===== src/rtl/mlfq_pkg.sv =====
// ----------------------------------------------------------------------------
// mlfq_pkg
// Shared types and constants of the multilevel feedback queue level tracker.
// ----------------------------------------------------------------------------
package mlfq_pkg;

    // Sizes of the slot table and of the level ladder.
    localparam int SLOTS      = 16;
    localparam int LEVELS     = 5;
    localparam int NUM_QREGS  = 5;
    localparam int SLOT_W     = 4;
    localparam int SLOT_IDX_W = $clog2(SLOTS);
    localparam int LEVEL_W    = 3;
    localparam int DATA_W     = 32;
    localparam int OP_W       = 2;
    localparam int CFG_IDX_W  = 3;
    localparam int QREG_IDX_W = $clog2(NUM_QREGS);

    // Configuration register indexes.
    localparam logic [CFG_IDX_W-1:0] QREG_LEVEL_0 = 3'd0;
    localparam logic [CFG_IDX_W-1:0] QREG_LEVEL_1 = 3'd1;
    localparam logic [CFG_IDX_W-1:0] QREG_LEVEL_2 = 3'd2;
    localparam logic [CFG_IDX_W-1:0] QREG_LEVEL_3 = 3'd3;
    localparam logic [CFG_IDX_W-1:0] QREG_LEVEL_4 = 3'd4;

    // Quantum values after reset, in microseconds.
    localparam logic [DATA_W-1:0] QUANTUM_RESET [NUM_QREGS] = '{
        32'd100000, 32'd200000, 32'd300000, 32'd400000, 32'd500000
    };

    // Event codes.
    typedef enum logic [OP_W-1:0] {
        OP_CHARGE    = 2'd0,
        OP_BOOST_ONE = 2'd1,
        OP_BOOST_ALL = 2'd2,
        OP_NONE      = 2'd3
    } op_t;

    // One request: an event for one slot.
    typedef struct packed {
        logic [OP_W-1:0]   operation;
        logic [SLOT_W-1:0] slot;
        logic [DATA_W-1:0] runtime;
    } request_t;

    // One result: the state of the addressed slot after the event.
    typedef struct packed {
        logic [LEVEL_W-1:0] level;
        logic [DATA_W-1:0]  remaining;
    } result_t;

    // Write command from the sequencer to the slot table.
    typedef struct packed {
        logic                  en;
        logic                  all;
        logic [SLOT_IDX_W-1:0] idx;
        logic [LEVEL_W-1:0]    level;
        logic [DATA_W-1:0]     remaining;
    } store_wr_t;

endpackage


===== src/rtl/mlfq_quantum_regs.sv =====
// ----------------------------------------------------------------------------
// mlfq_quantum_regs
// Quantum configuration registers with one level-indexed read port.
// ----------------------------------------------------------------------------
module mlfq_quantum_regs (
    input  logic                           clk,
    input  logic                           rst_n,
    input  logic                           cfg_valid,
    output logic                           cfg_ready,
    input  logic [mlfq_pkg::CFG_IDX_W-1:0] cfg_index,
    input  logic [mlfq_pkg::DATA_W-1:0]    cfg_data,
    input  logic [mlfq_pkg::LEVEL_W-1:0]   rd_level,
    output logic [mlfq_pkg::DATA_W-1:0]    rd_quantum
);
    import mlfq_pkg::*;

    logic [DATA_W-1:0]     quantum_reg [NUM_QREGS];
    logic [QREG_IDX_W-1:0] rd_idx;

    // Writes are always taken; unknown indexes are dropped.
    assign cfg_ready = 1'b1;

    always_ff @(posedge clk or negedge rst_n)
    begin
        if (!rst_n)
        begin
            for (int i = 0; i < NUM_QREGS; i++)
            begin
                quantum_reg[i] <= QUANTUM_RESET[i];
            end
        end
        else if (cfg_valid)
        begin
            unique case (cfg_index)
                QREG_LEVEL_0: quantum_reg[0] <= cfg_data;
                QREG_LEVEL_1: quantum_reg[1] <= cfg_data;
                QREG_LEVEL_2: quantum_reg[2] <= cfg_data;
                QREG_LEVEL_3: quantum_reg[3] <= cfg_data;
                QREG_LEVEL_4: quantum_reg[4] <= cfg_data;
                default: ;
            endcase
        end
    end

    // Levels past the last register share the last quantum.
    always_comb
    begin
        if ({1'b0, rd_level} >= (LEVEL_W+1)'(NUM_QREGS))
        begin
            rd_idx = QREG_IDX_W'(NUM_QREGS - 1);
        end
        else
        begin
            rd_idx = rd_level[QREG_IDX_W-1:0];
        end
    end

    assign rd_quantum = quantum_reg[rd_idx];

endmodule


===== src/rtl/mlfq_slot_store.sv =====
// ----------------------------------------------------------------------------
// mlfq_slot_store
// Per-slot level and remaining quantum, one read and one write port.
// ----------------------------------------------------------------------------
module mlfq_slot_store (
    input  logic                            clk,
    input  logic                            rst_n,
    input  logic [mlfq_pkg::SLOT_IDX_W-1:0] rd_idx,
    output logic [mlfq_pkg::LEVEL_W-1:0]    rd_level,
    output logic [mlfq_pkg::DATA_W-1:0]     rd_remaining,
    input  mlfq_pkg::store_wr_t             wr
);
    import mlfq_pkg::*;

    logic [LEVEL_W-1:0] level_reg     [SLOTS];
    logic [DATA_W-1:0]  remaining_reg [SLOTS];

    // A broadcast write touches every slot, otherwise only the addressed one.
    always_ff @(posedge clk or negedge rst_n)
    begin
        if (!rst_n)
        begin
            for (int i = 0; i < SLOTS; i++)
            begin
                level_reg[i]     <= '0;
                remaining_reg[i] <= '0;
            end
        end
        else if (wr.en)
        begin
            for (int i = 0; i < SLOTS; i++)
            begin
                if (wr.all || (wr.idx == SLOT_IDX_W'(i)))
                begin
                    level_reg[i]     <= wr.level;
                    remaining_reg[i] <= wr.remaining;
                end
            end
        end
    end

    assign rd_level     = level_reg[rd_idx];
    assign rd_remaining = remaining_reg[rd_idx];

endmodule


===== src/rtl/mlfq_sub_unit.sv =====
// ----------------------------------------------------------------------------
// mlfq_sub_unit
// Shared 32-bit subtractor with borrow and zero flags.
// ----------------------------------------------------------------------------
module mlfq_sub_unit (
    input  logic [mlfq_pkg::DATA_W-1:0] operand_a,
    input  logic [mlfq_pkg::DATA_W-1:0] operand_b,
    output logic [mlfq_pkg::DATA_W-1:0] difference,
    output logic                        borrow,
    output logic                        is_zero
);
    import mlfq_pkg::*;

    logic [DATA_W:0] full_diff;

    // The extra top bit is the borrow out of a - b.
    assign full_diff  = {1'b0, operand_a} - {1'b0, operand_b};
    assign difference = full_diff[DATA_W-1:0];
    assign borrow     = full_diff[DATA_W];
    assign is_zero    = (full_diff[DATA_W-1:0] == '0);

endmodule


===== src/rtl/mlfq_level_tracker.sv =====
// ----------------------------------------------------------------------------
// mlfq_level_tracker
// Multilevel feedback queue tracker: per-slot level and quantum bookkeeping.
// ----------------------------------------------------------------------------
// One request is handled at a time. A boost, or an event that changes nothing,
// steps through load and done. A charge steps through load, then a compare,
// then a subtract and another compare for each level that the slot is demoted
// through, the last compare skipped when the run time ends exactly on a
// quantum boundary, and then done. Compare and subtract take turns on the
// single shared subtractor: a compare of remaining quantum against run time,
// and a subtract of the used quantum per demotion. The next request is
// accepted while a result still waits in the output register. Its own result
// then waits until that register is free, and the sequencer holds in its last
// step meanwhile, so each result stall lengthens the request.
module mlfq_level_tracker (
    input  logic                           clk,
    input  logic                           rst_n,
    input  logic                           request_valid,
    output logic                           request_stall,
    input  mlfq_pkg::request_t             request,
    output logic                           result_valid,
    input  logic                           result_stall,
    output mlfq_pkg::result_t              result,
    input  logic                           cfg_valid,
    output logic                           cfg_ready,
    input  logic [mlfq_pkg::CFG_IDX_W-1:0] cfg_index,
    input  logic [mlfq_pkg::DATA_W-1:0]    cfg_data
);
    import mlfq_pkg::*;

    typedef enum logic [4:0] {
        S_IDLE = 5'b00001,
        S_LOAD = 5'b00010,
        S_CMP  = 5'b00100,
        S_SUB  = 5'b01000,
        S_DONE = 5'b10000
    } state_t;

    state_t             state_reg, state_next;
    request_t           req_reg;
    logic [LEVEL_W-1:0] lvl_reg, lvl_next;
    logic [DATA_W-1:0]  rem_reg, rem_next;
    logic [DATA_W-1:0]  run_reg, run_next;
    logic               wr_pend_reg, wr_pend_next;
    result_t            result_reg;
    logic               result_valid_reg;

    logic [LEVEL_W-1:0] rd_level;
    logic [DATA_W-1:0]  rd_remaining;
    logic [LEVEL_W-1:0] rd_level_clamped;
    logic [LEVEL_W-1:0] q_level;
    logic [DATA_W-1:0]  q_value;
    logic [DATA_W-1:0]  sub_a, sub_b, sub_diff;
    logic               sub_borrow, sub_zero;
    logic               slot_ok;
    logic               at_bottom;
    logic               out_free;
    logic               accept;
    store_wr_t          store_wr;

    // Handshake decode.
    assign accept        = request_valid && !request_stall;
    assign request_stall = (state_reg != S_IDLE);
    assign out_free      = !result_valid_reg || !result_stall;
    assign result_valid  = result_valid_reg;
    assign result        = result_reg;

    assign slot_ok   = ({1'b0, req_reg.slot} < (SLOT_W+1)'(SLOTS));
    assign at_bottom = (lvl_reg >= LEVEL_W'(LEVELS - 1));

    assign rd_level_clamped = (rd_level >= LEVEL_W'(LEVELS - 1)) ?
                              LEVEL_W'(LEVELS - 1) : rd_level;

    mlfq_quantum_regs u_qregs (
        .clk        (clk),
        .rst_n      (rst_n),
        .cfg_valid  (cfg_valid),
        .cfg_ready  (cfg_ready),
        .cfg_index  (cfg_index),
        .cfg_data   (cfg_data),
        .rd_level   (q_level),
        .rd_quantum (q_value)
    );

    mlfq_slot_store u_store (
        .clk          (clk),
        .rst_n        (rst_n),
        .rd_idx       (req_reg.slot[SLOT_IDX_W-1:0]),
        .rd_level     (rd_level),
        .rd_remaining (rd_remaining),
        .wr           (store_wr)
    );

    mlfq_sub_unit u_sub (
        .operand_a  (sub_a),
        .operand_b  (sub_b),
        .difference (sub_diff),
        .borrow     (sub_borrow),
        .is_zero    (sub_zero)
    );

    // Quantum lookup level: slot level on a charge load, next level on demotion, level 0 otherwise.
    always_comb
    begin
        if (state_reg == S_SUB)
        begin
            q_level = lvl_reg + LEVEL_W'(1);
        end
        else if (req_reg.operation == OP_CHARGE)
        begin
            q_level = rd_level_clamped;
        end
        else
        begin
            q_level = '0;
        end
    end

    // The subtractor compares remaining minus run, or takes run minus quantum.
    always_comb
    begin
        if (state_reg == S_SUB)
        begin
            sub_a = run_reg;
            sub_b = rem_reg;
        end
        else
        begin
            sub_a = rem_reg;
            sub_b = run_reg;
        end
    end

    // Write back the slot when the result is handed to the output register.
    always_comb
    begin
        store_wr           = '0;
        store_wr.idx       = req_reg.slot[SLOT_IDX_W-1:0];
        store_wr.level     = lvl_reg;
        store_wr.remaining = rem_reg;
        store_wr.all       = (req_reg.operation == OP_BOOST_ALL);
        store_wr.en        = (state_reg == S_DONE) && out_free && wr_pend_reg;
    end

    // Sequencer.
    always_comb
    begin
        state_next   = state_reg;
        lvl_next     = lvl_reg;
        rem_next     = rem_reg;
        run_next     = run_reg;
        wr_pend_next = wr_pend_reg;
        unique case (state_reg)
            S_IDLE:
            begin
                if (accept)
                begin
                    state_next = S_LOAD;
                end
            end
            S_LOAD:
            begin
                run_next     = req_reg.runtime;
                wr_pend_next = 1'b0;
                lvl_next     = rd_level;
                rem_next     = rd_remaining;
                state_next   = S_DONE;
                case (req_reg.operation)
                    OP_CHARGE:
                    begin
                        // A zero run time leaves the slot untouched.
                        if (slot_ok && (req_reg.runtime != '0))
                        begin
                            lvl_next     = rd_level_clamped;
                            rem_next     = (rd_remaining == '0) ? q_value : rd_remaining;
                            wr_pend_next = 1'b1;
                            state_next   = S_CMP;
                        end
                    end
                    OP_BOOST_ONE:
                    begin
                        lvl_next     = '0;
                        rem_next     = q_value;
                        wr_pend_next = slot_ok;
                    end
                    OP_BOOST_ALL:
                    begin
                        lvl_next     = '0;
                        rem_next     = q_value;
                        wr_pend_next = 1'b1;
                    end
                    default: ;
                endcase
            end
            S_CMP:
            begin
                if (!sub_borrow && !sub_zero)
                begin
                    // Run time fits inside the remaining quantum.
                    rem_next   = sub_diff;
                    state_next = S_DONE;
                end
                else if (at_bottom)
                begin
                    // The lowest level only counts down to zero.
                    rem_next   = '0;
                    state_next = S_DONE;
                end
                else
                begin
                    state_next = S_SUB;
                end
            end
            S_SUB:
            begin
                // Quantum used up: demote and carry the leftover run time.
                run_next   = sub_diff;
                lvl_next   = lvl_reg + LEVEL_W'(1);
                rem_next   = q_value;
                state_next = sub_zero ? S_DONE : S_CMP;
            end
            S_DONE:
            begin
                if (out_free)
                begin
                    state_next = S_IDLE;
                end
            end
            default:
            begin
                state_next = S_IDLE;
            end
        endcase
    end

    // Control registers.
    always_ff @(posedge clk or negedge rst_n)
    begin
        if (!rst_n)
        begin
            state_reg        <= S_IDLE;
            wr_pend_reg      <= 1'b0;
            result_valid_reg <= 1'b0;
        end
        else
        begin
            state_reg   <= state_next;
            wr_pend_reg <= wr_pend_next;
            if ((state_reg == S_DONE) && out_free)
            begin
                result_valid_reg <= 1'b1;
            end
            else if (!result_stall)
            begin
                result_valid_reg <= 1'b0;
            end
        end
    end

    // Datapath registers.
    always_ff @(posedge clk)
    begin
        if (accept)
        begin
            req_reg <= request;
        end
        lvl_reg <= lvl_next;
        rem_reg <= rem_next;
        run_reg <= run_next;
        if ((state_reg == S_DONE) && out_free)
        begin
            result_reg.level     <= slot_ok ? lvl_reg : '0;
            result_reg.remaining <= slot_ok ? rem_reg : '0;
        end
    end

    // A request is only taken while the sequencer is idle.
    assert property (@(posedge clk) disable iff (!rst_n)
        accept |=> (state_reg == S_LOAD))
        else $error("accepted request did not start a load");

    // The sequencer never runs past the lowest level.
    assert property (@(posedge clk) disable iff (!rst_n)
        (state_reg == S_SUB) |-> (lvl_reg < LEVEL_W'(LEVELS - 1)))
        else $error("demotion below the lowest level");

    // A new result only appears after the sequencer finished a request.
    assert property (@(posedge clk) disable iff (!rst_n)
        $rose(result_valid_reg) |-> $past(state_reg == S_DONE))
        else $error("result appeared outside the done step");

    // The slot table is written only when a result is handed over.
    assert property (@(posedge clk) disable iff (!rst_n)
        store_wr.en |=> result_valid_reg)
        else $error("slot write without a result");

    // A demotion step is always followed by a compare or completion.
    assert property (@(posedge clk) disable iff (!rst_n)
        (state_reg == S_SUB) |=> ((state_reg == S_CMP) || (state_reg == S_DONE)))
        else $error("bad step after demotion");

endmodule

===== config.mk =====
export PLATFORM = sky130hd
export DESIGN_NAME = mlfq_level_tracker
export DESIGN_NICKNAME = d
export VERILOG_FILES = /design/src/rtl/mlfq_pkg.sv /design/src/rtl/mlfq_quantum_regs.sv /design/src/rtl/mlfq_slot_store.sv /design/src/rtl/mlfq_sub_unit.sv /design/src/rtl/mlfq_level_tracker.sv
export SDC_FILE = /design/constraint.sdc
export NUM_CORES = 1
export LEC_CHECK = 0
export BUFFER_PORTS_ARGS = -buffer_cell sky130_fd_sc_hd__buf_2
export CAP_MARGIN = 10
export CORE_ASPECT_RATIO = 0.9
export CORE_MARGIN = 2
export CORE_UTILIZATION = 50
export DETAILED_ROUTE_END_ITERATION = 6
export PLACE_DENSITY = 0.69
export SYNTH_ARGS = -nofsm -noshare
export SYNTH_HDL_FRONTEND = slang
export SYNTH_HIERARCHICAL = 1
export SYNTH_SLANG_ARGS = --single-unit

===== constraint.sdc =====
create_clock -name clk -period 6.7 [get_ports clk]
set_clock_uncertainty 0.05 [all_clocks]
set_input_delay 1.005 -clock clk [delete_from_list [all_inputs] [get_ports clk]]
set_output_delay 1.005 -clock clk [all_outputs]
set_load 0.01 [all_outputs]

## After elaboration in Yosys (flattened, before gate mapping)

Cells that the tools add are included.

- $add $sub $neg: 2
- Magnitude comparators: 5
- Equal/unequal tests: 31
- Multiplexer cells: 37
- Bitwise operators: 2
- Reductions and logical operators: 58

Operators with widths:

| cell | number |
|---|---|
| two-way mux 32 bit | 10 |
| binary-select mux 32 bit (select 4 bit) | 1 |
| one-hot mux 32 bit (2 select lines) | 2 |
| binary-select mux 32 bit (select 3 bit) | 1 |
| one-hot mux 32 bit (3 select lines) | 1 |
| logical NOT 32 bit | 2 |
| AND reduction 2 bit | 23 |
| two-way mux 5 bit | 7 |
| subtractor 32 x 32 -> 33 bit | 1 |
| == test 4 bit (second input constant) | 8 |
| nonzero test 32 bit | 1 |
| one-hot mux 5 bit (5 select lines) | 1 |
| two-way mux 3 bit | 7 |
| logical OR 1 bit | 17 |
| == test 4 x 3 -> 1 bit (second input constant) | 4 |
| binary-select mux 3 bit (select 4 bit) | 1 |
| one-hot mux 3 bit (2 select lines) | 2 |
| >= comparator 3 bit (second input constant) | 3 |
| == test 4 x 2 -> 1 bit (second input constant) | 2 |
| == test 3 x 2 -> 1 bit (second input constant) | 2 |
| == test 5 x 1 -> 1 bit (second input constant) | 1 |
| == test 5 x 2 -> 1 bit (second input constant) | 1 |
| == test 5 x 3 -> 1 bit (second input constant) | 1 |
| == test 5 x 4 -> 1 bit (second input constant) | 1 |
| 25 further kinds | 35 |

- Flip-flop bits (word level): 867
- Bits of input ports: 78
- Output and inout bits: 38
- Logic and storage cells: 183

## Logic depth before layout (Yosys ltp)

Gate-level depths: netlist of run 1.

- Depth after elaboration: 18
- Depth in mapped cells: 26

## Cells and area by module

The synthesis of run 1 kept the hierarchy.

By module, submodules not included:

| module | times used | cells an instance | area each (sq um) | sequential area each (sq um) |
|---|---|---|---|---|
| mlfq_slot_store | 1 | 1,539 | 25,953.6 | 14,013.4 |
| mlfq_quantum_regs | 1 | 494 | 7,273.2 | 4,045.1 |
| mlfq_level_tracker | 1 | 649 | 6,795.3 | 4,380.5 |
| mlfq_sub_unit | 1 | 274 | 1,853.0 | 0.0 |

## Least setup slack after synthesis of run 1

No wires, ideal clock.

- Path kind: flip-flop to flip-flop
- From: register state_reg[1]
- To: register rem_reg[0] (enable)
- Data arrival time: 5,997 ps
- Data required time: 6,218 ps
- Setup slack: 221 ps
- Stages on the path, launching flop included: 23
- Path through: dfrtp_1 -> or3_4 -> nor2_1 -> buf_2 -> buf_2 -> nand2_1 -> nand2_1 -> inv_1 -> ha_1 -> fa_1 -> nand2b_1 -> a211o_1 -> a31o_1 -> a2111o_1 -> o21ai_1 -> a221oi_1 -> o21ba_2 -> xnor2_1 -> nor2_1 -> and4b_1 -> nor2_1 -> nor3b_1 -> a21oi_1

- Word-level cells in the longest chain between the ends: 8
- Elaborated cells between the ends (all ways): 13
- Classes of those cells: 1 x add/sub; 4 x eq/ne; 2 x mux; 6 x reduce/logical

RTL lines:

| element | line | RTL |
|---|---|---|
| start: declaration | mlfq_level_tracker.sv:39 | `state_t state_reg, state_next;` |
| start signal: assignment | mlfq_level_tracker.sv:247 | `state_reg <= state_next;` |
| == test 5 x 4 -> 1 bit | mlfq_level_tracker.sv:122 | `if (state_reg == S_SUB)` |
| two-way mux 32 bit | mlfq_level_tracker.sv:122 |  |
| net sub_a[0] | mlfq_level_tracker.sv:53 | `logic [DATA_W-1:0] sub_a, sub_b, sub_diff;` |
| subtractor 32 x 32 -> 33 bit | mlfq_sub_unit.sv:17 | `assign full_diff = {1'b0, operand_a} - {1'b0, operand_b};` |
| net sub_diff[28] | mlfq_level_tracker.sv:53 |  |
| logical NOT 32 bit | mlfq_sub_unit.sv:20 | `assign is_zero = (full_diff[DATA_W-1:0] == '0);` |
| net sub_zero | mlfq_level_tracker.sv:54 | `logic sub_borrow, sub_zero;` |
| logical NOT 1 bit | mlfq_level_tracker.sv:197 | `if (!sub_borrow && !sub_zero)` |
| logical AND 1 bit | mlfq_level_tracker.sv:197 |  |
| inequality test 3 bit (no line) | n/a |  |
| AND reduction 2 bit (no line) | n/a |  |
| end signal: assignment | mlfq_level_tracker.sv:268 | `rem_reg <= rem_next;` |
| end: declaration | mlfq_level_tracker.sv:42 | `logic [DATA_W-1:0] rem_reg, rem_next;` |

The timed path passes the listed nets, and every way through them passes these cells.
A chain may end at the register's enable or synchronous reset.

## Worst setup path after layout of run 1

- From: register state_reg[1]
- To: register rem_reg[25] (enable)

- Word-level cells in the longest chain between the ends: 8
- Elaborated cells between the ends (all ways): 13
- Classes of those cells: 1 x add/sub; 4 x eq/ne; 2 x mux; 6 x reduce/logical

RTL lines:

| element | line |
|---|---|
| == test 5 x 4 -> 1 bit | mlfq_level_tracker.sv:122 |
| two-way mux 32 bit | mlfq_level_tracker.sv:122 |
| net sub_b[7] | mlfq_level_tracker.sv:53 |
| subtractor 32 x 32 -> 33 bit | mlfq_sub_unit.sv:17 |
| net sub_diff[13] | mlfq_level_tracker.sv:53 |
| logical NOT 32 bit | mlfq_sub_unit.sv:20 |
| net sub_zero | mlfq_level_tracker.sv:54 |
| logical NOT 1 bit | mlfq_level_tracker.sv:197 |
| logical AND 1 bit | mlfq_level_tracker.sv:197 |
| inequality test 3 bit (no line) | n/a |
| AND reduction 2 bit (no line) | n/a |

The timed path passes the listed nets, and every way through them passes these cells.

==> results.md, run 1 <==
- The final cycle utilization of the critical path is between 90% and 100%.
- The estimated wirelength of the detail-placed design is between 60000 and 70000 µm.
- The share of the synthesized area in the top cell type is just over 40%.
- The vias after detailed routing is 25490.
- The actual transition at the worst max-transition pin is around 1.3 ns.
- After layout, the worst setup slack is ~0.24 ns.
- At the worst endpoint, the arrival time is between 6 and 7 ns.
- STA classifies the critical path startpoint as a register.
- Counting flops with an async set or reset pin after synthesis yields a share of 83.9%.
- In the post-synthesis netlist, the biggest area contributors are sky130_fd_sc_hd__dfrtp_1 (41%), sky130_fd_sc_hd__mux2_2 (14%), sky130_fd_sc_hd__edfxtp_1 (10%).
- The part of the Yosys area used for sequential elements is 53.6%.
- The post-route DRC violation count is 6.
- The critical path start-end classification is register to register.
- The total negative slack for setup checks is 0 ns.
- The biggest area contributor in the post-synthesis netlist is sky130_fd_sc_hd__dfrtp_1.
- The cell count of the worst reg-to-reg path is 19.
- Row generation in the floorplan step produced 100 rows.
- The clock-pin transition on the worst setup and hold timing paths is ~0.06 ns.
- In the routed layout, each cell is associated on average with a via count of ~6.1.
- The synthesized netlist occupies a cell area of about 42000 µm².
- The count of nets left with antenna violations after detail routing is 0.
- The final count of pins violating max slew came to 0.
- The average cell area after synthesis is 14.2 µm².
- The final routed wire length divided by cell count is ~26 µm.
- The tree is rooted in a sky130_fd_sc_hd__clkbuf_16.
- In the final design database the tool counted between 3000 and 4000 nets.
- The number of nets handed over by synthesis was between 3000 and 4000.
- The number of enable flip-flop cells after synthesis is 140.
- The worst flop-to-flop path endpoint is rem_reg[25]$_DFFE_PP_.
- Entering global routing, the biggest net connects between 150 and 200 pins.
- The maximum clock insertion buffer count is 3.
- STA classifies the critical path endpoint as a register.
- The number of endpoints with negative hold slack in the final report was 0.
- Measured along the y axis, the die boundary spans approximately 280 µm.
- The core area is 82800 µm².
- The first detailed-routing pass ran for 7 iterations.
- Power spread over the standard cell area amounts to 369 nW/µm².
- The commonest cells after synthesis are sky130_fd_sc_hd__dfrtp_1 (693), sky130_fd_sc_hd__mux2_2 (529), sky130_fd_sc_hd__nand2_1 (350).
- The first global-routing pass estimated approximately 170000 µm of wire.
- IR analysis of the VDD net gives a maximum drop of 0.197 mV.
- The most instantiated flip-flop cell in the synthesis netlist is sky130_fd_sc_hd__dfrtp_1.
- The required arrival time at the worst endpoint is between 6 and 7 ns.
- The top-level I/O count is between 100 and 150.
- Setup repair after global routing left no endpoint under its margin.
- The end-of-flow core utilization is approximately 56%.
- For this run the aggregate overflow at the end of global routing stands at 0.
- The analysis attributes to cell leakage a power of approximately 0.022 µW.
- The upper clock frequency limit is about 150 MHz.
- The number of flip-flops in the largest register is roughly 510.
- The count of cell types in the netlist is between 80 and 90.
- TritonCTS built the clock tree.
- The area overhead of the layout relative to synthesis is 10.6%.
- The worst register-to-register path has a setup slack of 0.24 ns.
- The number of warnings issued by yosys is 6.
- Counting every sink on the clock net gives a little under 900.
- The width of the die is slightly above 300 µm.
- OpenSTA, run right after detailed placement, puts the worst setup slack at between 0.3 and 0.4 ns.
- The number of antenna violations at the first check in global routing was 2.
- The final reports fail on design-rule violations.
- The quantity of hold-fixing buffers added after cts is 0.
- The flow ran to the end, but the final reports show violations.
- The multi-input combinational cells in the finished layout cover a total of roughly 18000 µm².
- Summing all flip-flop and latch instances after layout gives approximately 22000 µm².
- The number of cells in the finished layout apart from fillers is between 4000 and 5000.
- The floorplan step defined a die boundary enclosing approximately 86000 µm².
- The port buffer count is 114.
- The max-cap violation count is 0.
- The first routing iteration left around 2400 violations.
- The insertion delay to the later sink of the worst-skew pair is 0.67 ns.
- The clock tree synthesis step divided the H-tree into 3 levels.
- The proportion of layout cells with a drive suffix above 1 is 38.4%.
- The worst hold path belongs to the class input pin to asynchronous set/reset pin.
- Including well taps, the total number of placed cells is between 4000 and 5000.
- Setup violations remaining at the end of the flow were counted as 0.
- In this run the critical register-to-register path is launched from state_reg[1]$_DFFE_PN0P_.
- The synthesis-stage register bit count is about 870.
- The number of standard cells after synthesis is 2956.
- The most instantiated library cell after synthesis is sky130_fd_sc_hd__dfrtp_1.
- Of all nets on the critical path, the largest fanout is a little under 60.
- The initial standard-cell utilization of the core is approximately half.
- The detailed-route wire length is roughly 110000 µm.
- After layout, the minimum clock period comes to roughly 6.5 ns.
- In the global route stage, overall resource usage came out at roughly a quarter.
- Fill cells in the final layout number between 6000 and 7000.
- The final estimated routing congestion in global placement is roughly 0.92.
- Counting the buffers created by CTS gives 91.
- The number of global-route vias before repair is around 27000.
- The headroom to the max-slew limit is between 10% and 20%.
==> cell families (layout without fill, tap and decap cells) <==
family                     after synthesis  count (layout)  share of synthesized area [%]
muxes                                  924             924                           29.2
DFF                                    867             867                           53.6
and+or+nand+nor                        489             489                           5.54
buffers and inverters                  321             454                           4.54
AOI/OAI and AO/OA                      289             290                           5.42
adders and majority gates               37              37                           1.12
xor gates and xnor gates                28              28                          0.586
other                                    1               2                        0.00896
==> timing repair <==
| action | 4_1_cts | 5_1_grt |
|---|---|---|
| gates resized for setup | 0 | 2 |
| endpoints found under the setup margin | 0 | 32 |
| buffers inserted | 0 | 0 |
==> metal layers <==
layer  GRT usage (%)  part of all wire (%)  wire length (µm)
met5               0                     0                 0
met3            3.94                   5.9              6330
met4            7.41                   2.7              2940
met2            40.0                    47             50700
met1            36.8                    44             48000
==> stage by stage <==
stage	total power, µW	area [µm²]	hold WS [ns]
after floorplan	10200	41900	0.390
after global placement	11400	43000	0.416
after detailed placement	11600	43000	0.424
after CTS	17200	46300	0.365
after global routing	17800	46300	0.368
final	17100	46300	0.329
==> area by class of cell <==
type | instances | share of cell area [%]
Tap cell | 1122 | 3.03
Clock inverter | 58 | 1.65
Antenna cell | 1 | 0.00540
Inverter | 109 | 0.883
Multi-Input combinational cell | 1769 | 38.2
Clock buffer | 114 | 5.48
Sequential cell | 867 | 48.4
Timing Repair Buffer | 173 | 2.34
==> cell usage in the layout (no fill, tap or decap), types with 30 or more instances in the layout <==
cell	synthesis	layout
sky130_fd_sc_hd__a222oi_1	32	32
sky130_fd_sc_hd__a22oi_1	103	103
sky130_fd_sc_hd__buf_2	46	113
sky130_fd_sc_hd__buf_4	15	54
sky130_fd_sc_hd__clkbuf_16	0	94
sky130_fd_sc_hd__dfrtp_1	693	693
sky130_fd_sc_hd__dfstp_2	34	34
sky130_fd_sc_hd__edfxtp_1	140	140
sky130_fd_sc_hd__ha_1	36	36
sky130_fd_sc_hd__inv_1	109	109
sky130_fd_sc_hd__mux2_1	105	105
sky130_fd_sc_hd__mux2_2	529	529
sky130_fd_sc_hd__mux2_4	86	86
sky130_fd_sc_hd__mux2i_1	64	64
sky130_fd_sc_hd__mux4_2	140	140
sky130_fd_sc_hd__nand2_1	350	350
sky130_fd_sc_hd__o21ai_0	30	30
==> worst max-delay path by stage <==
stage	end	start	cells past startpoint	slack, ns
6_report	rem_reg[25]$_DFFE_PP_	state_reg[1]$_DFFE_PN0P_	19	0.24
5_1_grt	rem_reg[26]$_DFFE_PP_	state_reg[1]$_DFFE_PN0P_	19	0.05
4_1_cts	rem_reg[11]$_DFFE_PP_	state_reg[1]$_DFFE_PN0P_	19	0.36
3_5_place_dp	rem_reg[15]$_DFFE_PP_	state_reg[1]$_DFFE_PN0P_	19	0.40
3_3_place_gp	rem_reg[11]$_DFFE_PP_	state_reg[1]$_DFFE_PN0P_	19	0.59
2_1_floorplan	rem_reg[0]$_DFFE_PP_	state_reg[1]$_DFFE_PN0P_	22	0.22
==> power breakdown <==
part / switching (µW) / internal (µW) / total, µW
registers: 890 / 6680 / 7570
logic: 2100 / 1920 / 4020
clock network: 2200 / 3300 / 5500
total: 5190 / 11900 / 17100
==> critical path, cell delays in order (launching register included) <==
cell	delay, ns
sky130_fd_sc_hd__dfrtp_1	0.41
sky130_fd_sc_hd__or3_4	0.44
sky130_fd_sc_hd__nor2_4	0.33
sky130_fd_sc_hd__buf_12	0.31
sky130_fd_sc_hd__nand2_1	0.10
sky130_fd_sc_hd__nand2_1	0.10
sky130_fd_sc_hd__inv_1	0.04
sky130_fd_sc_hd__ha_1	0.31
sky130_fd_sc_hd__a21oi_1	0.36
sky130_fd_sc_hd__o21ai_1	0.12
sky130_fd_sc_hd__and2_1	0.23
sky130_fd_sc_hd__a21o_1	0.27
sky130_fd_sc_hd__a311oi_1	1.07
sky130_fd_sc_hd__nor4_2	0.08
sky130_fd_sc_hd__and4bb_1	0.25
sky130_fd_sc_hd__or4b_1	0.18
sky130_fd_sc_hd__and4b_1	0.23
sky130_fd_sc_hd__nor2_1	0.21
sky130_fd_sc_hd__nor3b_2	0.13
sky130_fd_sc_hd__a21oi_2	0.83
No activity file was read; power rests on OpenSTA's default activity.
==> run 2: changes to the inputs <==
--- a/config.mk
+++ b/config.mk
@@ -14,5 +14,4 @@
 export PLACE_DENSITY = 0.69
 export SYNTH_ARGS = -nofsm -noshare
 export SYNTH_HDL_FRONTEND = slang
-export SYNTH_HIERARCHICAL = 1
 export SYNTH_SLANG_ARGS = --single-unit
==> run 2 against run 1 <==
Net effect: the run now ends clean; critical path depth is 7 lower; highest routed layer unchanged; wire length is 8.8% higher; register-to-register slack better by 0.92 ns; critical endpoint is now rem_reg[16]$_DFFE_PP_; worst setup slack better by 0.92 ns.
==> results.md, run 2 <==
- For this run the aggregate overflow at the end of global routing stands at 0.
- The largest net degree at the start of global routing is about 160.
- Setup repair after global routing left no endpoint under its margin.
- The multi-input logic area is roughly 18000 µm².
- The clock tree from TritonCTS is yes.
- The number of warnings issued by yosys is 0.
- The final count of pins violating max slew came to 0.
- The count of cell types in the netlist is slightly below 80.
- Cells fill a little under three fifths of the core in the end.
- In this run, post-CTS hold repair placed 0 buffers.
- The post-route DRC violation count is 0.
- At the end of routability-driven placement, the weighted congestion stood at roughly 1.0.
- The most instantiated flip-flop cell in the synthesis netlist is sky130_fd_sc_hd__dfrtp_1.
- The core area is around 83000 µm².
- The average cell area after synthesis is between 10 and 15 µm².
- The proportion of layout cells with a drive suffix above 1 is a little over two fifths.
- The number of endpoints with negative hold slack in the final report is 0.
- The total of endpoints with negative setup slack in the final report is 0.
- The signal arrival time at the worst endpoint is around 5.8 ns.
- The flow ran to the end, and the final reports show no timing, DRC or antenna violations.
- Data on the critical path is required at its endpoint by 6.93 ns.
- The number of filler instances in the final layout is between 6000 and 7000.
- The area growth from synthesis to layout is 11.5%.
- STA classifies the critical path startpoint as a register.
- The final cycle utilization of the critical path is 82.7%.
- The number of global-route vias before repair came to ~27000.
- The count of standard-cell rows is 100.
- In this run the static leakage power is 0.0206 µW.
- In this run the tool buffered the top-level ports with about 110 buffer cells.
- The violation count after the first detailed-routing iteration is 2404.
- By area the synthesized netlist is led by sky130_fd_sc_hd__dfrtp_1 (42%), sky130_fd_sc_hd__mux2_2 (20%), sky130_fd_sc_hd__edfxtp_1 (10%).
- The initial standard-cell utilization of the core is a little over 50%.
- The die is 278 µm tall.
- The share of synthesized registers carrying an async set or reset is 83.9%.
- Summed over all instances, the cell type with the most area after synthesis is sky130_fd_sc_hd__dfrtp_1.
- The width of the die is just over 300 µm.
- The worst-path maximum fanout is 32.
- The insertion delay to the later sink of the worst-skew pair is 0.66 ns.
- The total negative slack for setup checks is 0 ns.
- The number of sinks handled by clock tree synthesis is 867.
- In the routed layout, each cell is associated on average with a via count of approximately 6.2.
- Global routing used 27.6% of the available tracks.
- After detailed routing, the total wire length is 117000 µm.
- The most instantiated library cell after synthesis is sky130_fd_sc_hd__mux2_2.
- The share of the synthesized area in the top cell type is between 40% and 50%.
- Synthesis produced roughly 3000 cells.
- The number of nets produced by synthesis is 3055.
- The root cell of the clock tree is sky130_fd_sc_hd__clkbuf_16.
- The number of antenna violations at the first check in global routing is 5.
- The placed instances occupy a cell area of 43500 µm².
- The H-tree was split into 3 levels.
- The wire-length estimate of the detail-placed layout is between 70000 and 80000 µm.
- The synthesized cell area is 41700 µm².
- Buffers added to address setup during post-CTS repair amount to 0.
- The most common cell after layout, fill and taps aside is sky130_fd_sc_hd__mux2_2.
- The count of nets left with antenna violations after detail routing is 0.
- The library cells used most frequently in the layout, excluding fill and tap cells, are sky130_fd_sc_hd__mux2_2 (732), sky130_fd_sc_hd__dfrtp_1 (693), sky130_fd_sc_hd__mux4_2 (175).
- The clock period minus worst slack is about 5.5 ns.
- The wire length of the first global-routing pass is 177000 µm.
- The die covers roughly 86000 µm².
- Dividing total power by cell area gives a power density of between 300 and 400 nW/µm².
- The first-pass iteration count of the detailed router is 5.
- No sink is reached through more buffers than the 3 on the longest clock path.
- After the last flow step, the layout net total stands at approximately 3100.
- The number of flip-flops in the largest register is between 500 and 600.
- Power comes to around 17000 µW.
- Headroom to the max-slew limit came out at 20.7%.
- The total non-filler cell area in the finished layout is 46500 µm².
- The commonest cells after synthesis are sky130_fd_sc_hd__mux2_2 (732), sky130_fd_sc_hd__dfrtp_1 (693), sky130_fd_sc_hd__clkbuf_1 (175), sky130_fd_sc_hd__mux4_2 (175), sky130_fd_sc_hd__nor2_1 (145).
- At the placement stage, the worst setup path has a slack of approximately 1.3 ns.
- By startpoint and endpoint, the worst setup path is classified as register to register.
- The footprint of the flip-flops and latches is roughly 22000 µm².
- The worst-case IR drop observed on VDD is ~0.29 mV.
- The max-cap violation count is 0.
- The part of the Yosys area used for sequential elements is roughly 54%.
- Across all setup checks in the final design, the least slack found is 1.16 ns.
- STA classifies the critical path endpoint as a register.
- The number of enable flip-flop cells after synthesis is 140.
- The number of buffers inserted during clock tree synthesis is a little over 90.
- The number of gates resized after CTS is 0.
- At the pin with the least slew margin, the transition time is 1.19 ns.
- The synthesis-stage register bit count is between 800 and 900.
- Pin placement for this block handled around 120 I/O pins.
- The kind of path behind the tightest hold check is register to register.
- The vias after detailed routing is approximately 26000.
- Clock-pin slew was measured on the worst setup and hold paths at around 0.06 ns.
- The upper clock frequency limit is 180 MHz.
- After detailed routing, the average wire length per cell comes to around 28 µm.
## run 2: changes by cell type after synthesis, moves of 59 or more
cell	change
sky130_fd_sc_hd__buf_6	-75
sky130_fd_sc_hd__mux2_2	+203
sky130_fd_sc_hd__nor2_1	+112
sky130_fd_sc_hd__nand2_1	-226
sky130_fd_sc_hd__mux2_1	-105
sky130_fd_sc_hd__inv_1	-59
sky130_fd_sc_hd__clkbuf_1	+105
sky130_fd_sc_hd__mux2_4	-86
sky130_fd_sc_hd__a22oi_1	-100
## run 2: cell type report
type	instances	share of cell area [%]
diodes	4	0.0215
clock buffers	137	5.67
clock inverters	28	0.627
inverters	52	0.420
multi-input cells	1829	39.5
flip-flops and latches	867	48.3
well taps	1122	3.02
repair buffers	174	2.42
## run 2: stage by stage
step           instances  hold WS, ns
3_3_place_gp        4043        0.432
2_1_floorplan       2971        0.374
4_1_cts             4208        0.454
6_report            4213        0.450
5_1_grt             4210        0.459
3_5_place_dp        4043        0.440
## run 2: cell families (layout without fill, tap and decap cells)
family / count (synthesis) / after routing / share of synthesized area [%]
other: 1 / 5 / 0.00900
AOI/OAI and AO/OA: 282 / 282 / 4.69
DFF: 867 / 867 / 53.8
xor gates and xnor gates: 59 / 59 / 1.24
buffers and inverters: 275 / 391 / 2.60
adders and majority gates: 66 / 66 / 1.63
and+or+nand+nor: 444 / 444 / 5.10
muxes: 977 / 977 / 30.9
## run 2: where the power goes
part / internal, µW / switching, µW / total (µW)
registers: 6710 / 996 / 7700
logic: 2130 / 2420 / 4560
clock network: 2910 / 2090 / 4990
## run 2: worst max-delay path, stage by stage (launching register included)
cell and delay (ns):
sky130_fd_sc_hd__edfxtp_1 1.13, sky130_fd_sc_hd__xnor2_1 0.35, sky130_fd_sc_hd__nand2_1 0.21, sky130_fd_sc_hd__o21ai_0 0.10, sky130_fd_sc_hd__o22a_1 0.23, sky130_fd_sc_hd__a32o_1 0.29
sky130_fd_sc_hd__o21ai_1 0.41, sky130_fd_sc_hd__nand2_1 0.21, sky130_fd_sc_hd__a41oi_1 0.33, sky130_fd_sc_hd__a21boi_0 0.22, sky130_fd_sc_hd__o31ai_1 0.48, sky130_fd_sc_hd__a2111oi_2 0.21
sky130_fd_sc_hd__o21ai_4 0.87
## run 2: final timing paths
| path | start | to | slack (ns) | depth (start not counted) |
|---|---|---|---|---|
| max in group asynchronous | rst_n | u_qregs.quantum_reg[154]$_DFFE_PN0P_ | 4.49 | 2 |
| setup / recovery | rem_reg[9]$_DFFE_PP_ | rem_reg[16]$_DFFE_PP_ | 1.16 | 12 |
| hold / removal | u_store.remaining_reg[305]$_DFFE_PN0P_ | u_store.remaining_reg[305]$_DFFE_PN0P_ | 0.45 | 1 |
| setup reg to reg | rem_reg[9]$_DFFE_PP_ | rem_reg[16]$_DFFE_PP_ | 1.16 | 12 |
| min in group asynchronous | rst_n | u_store.level_reg[9]$_DFFE_PN0P_ | 0.47 | 1 |
| hold reg to reg | u_store.remaining_reg[305]$_DFFE_PN0P_ | u_store.remaining_reg[305]$_DFFE_PN0P_ | 0.45 | 1 |
## run 2: layer usage
metal  vias up  GRT usage [%]  part of all wire [%]
met5         -              0                     0
met4         0           9.52                   3.6
met3       229           5.25                   6.5
met2       949           43.3                    47
met1     14028           38.9                    43
li1      11104              -                     -
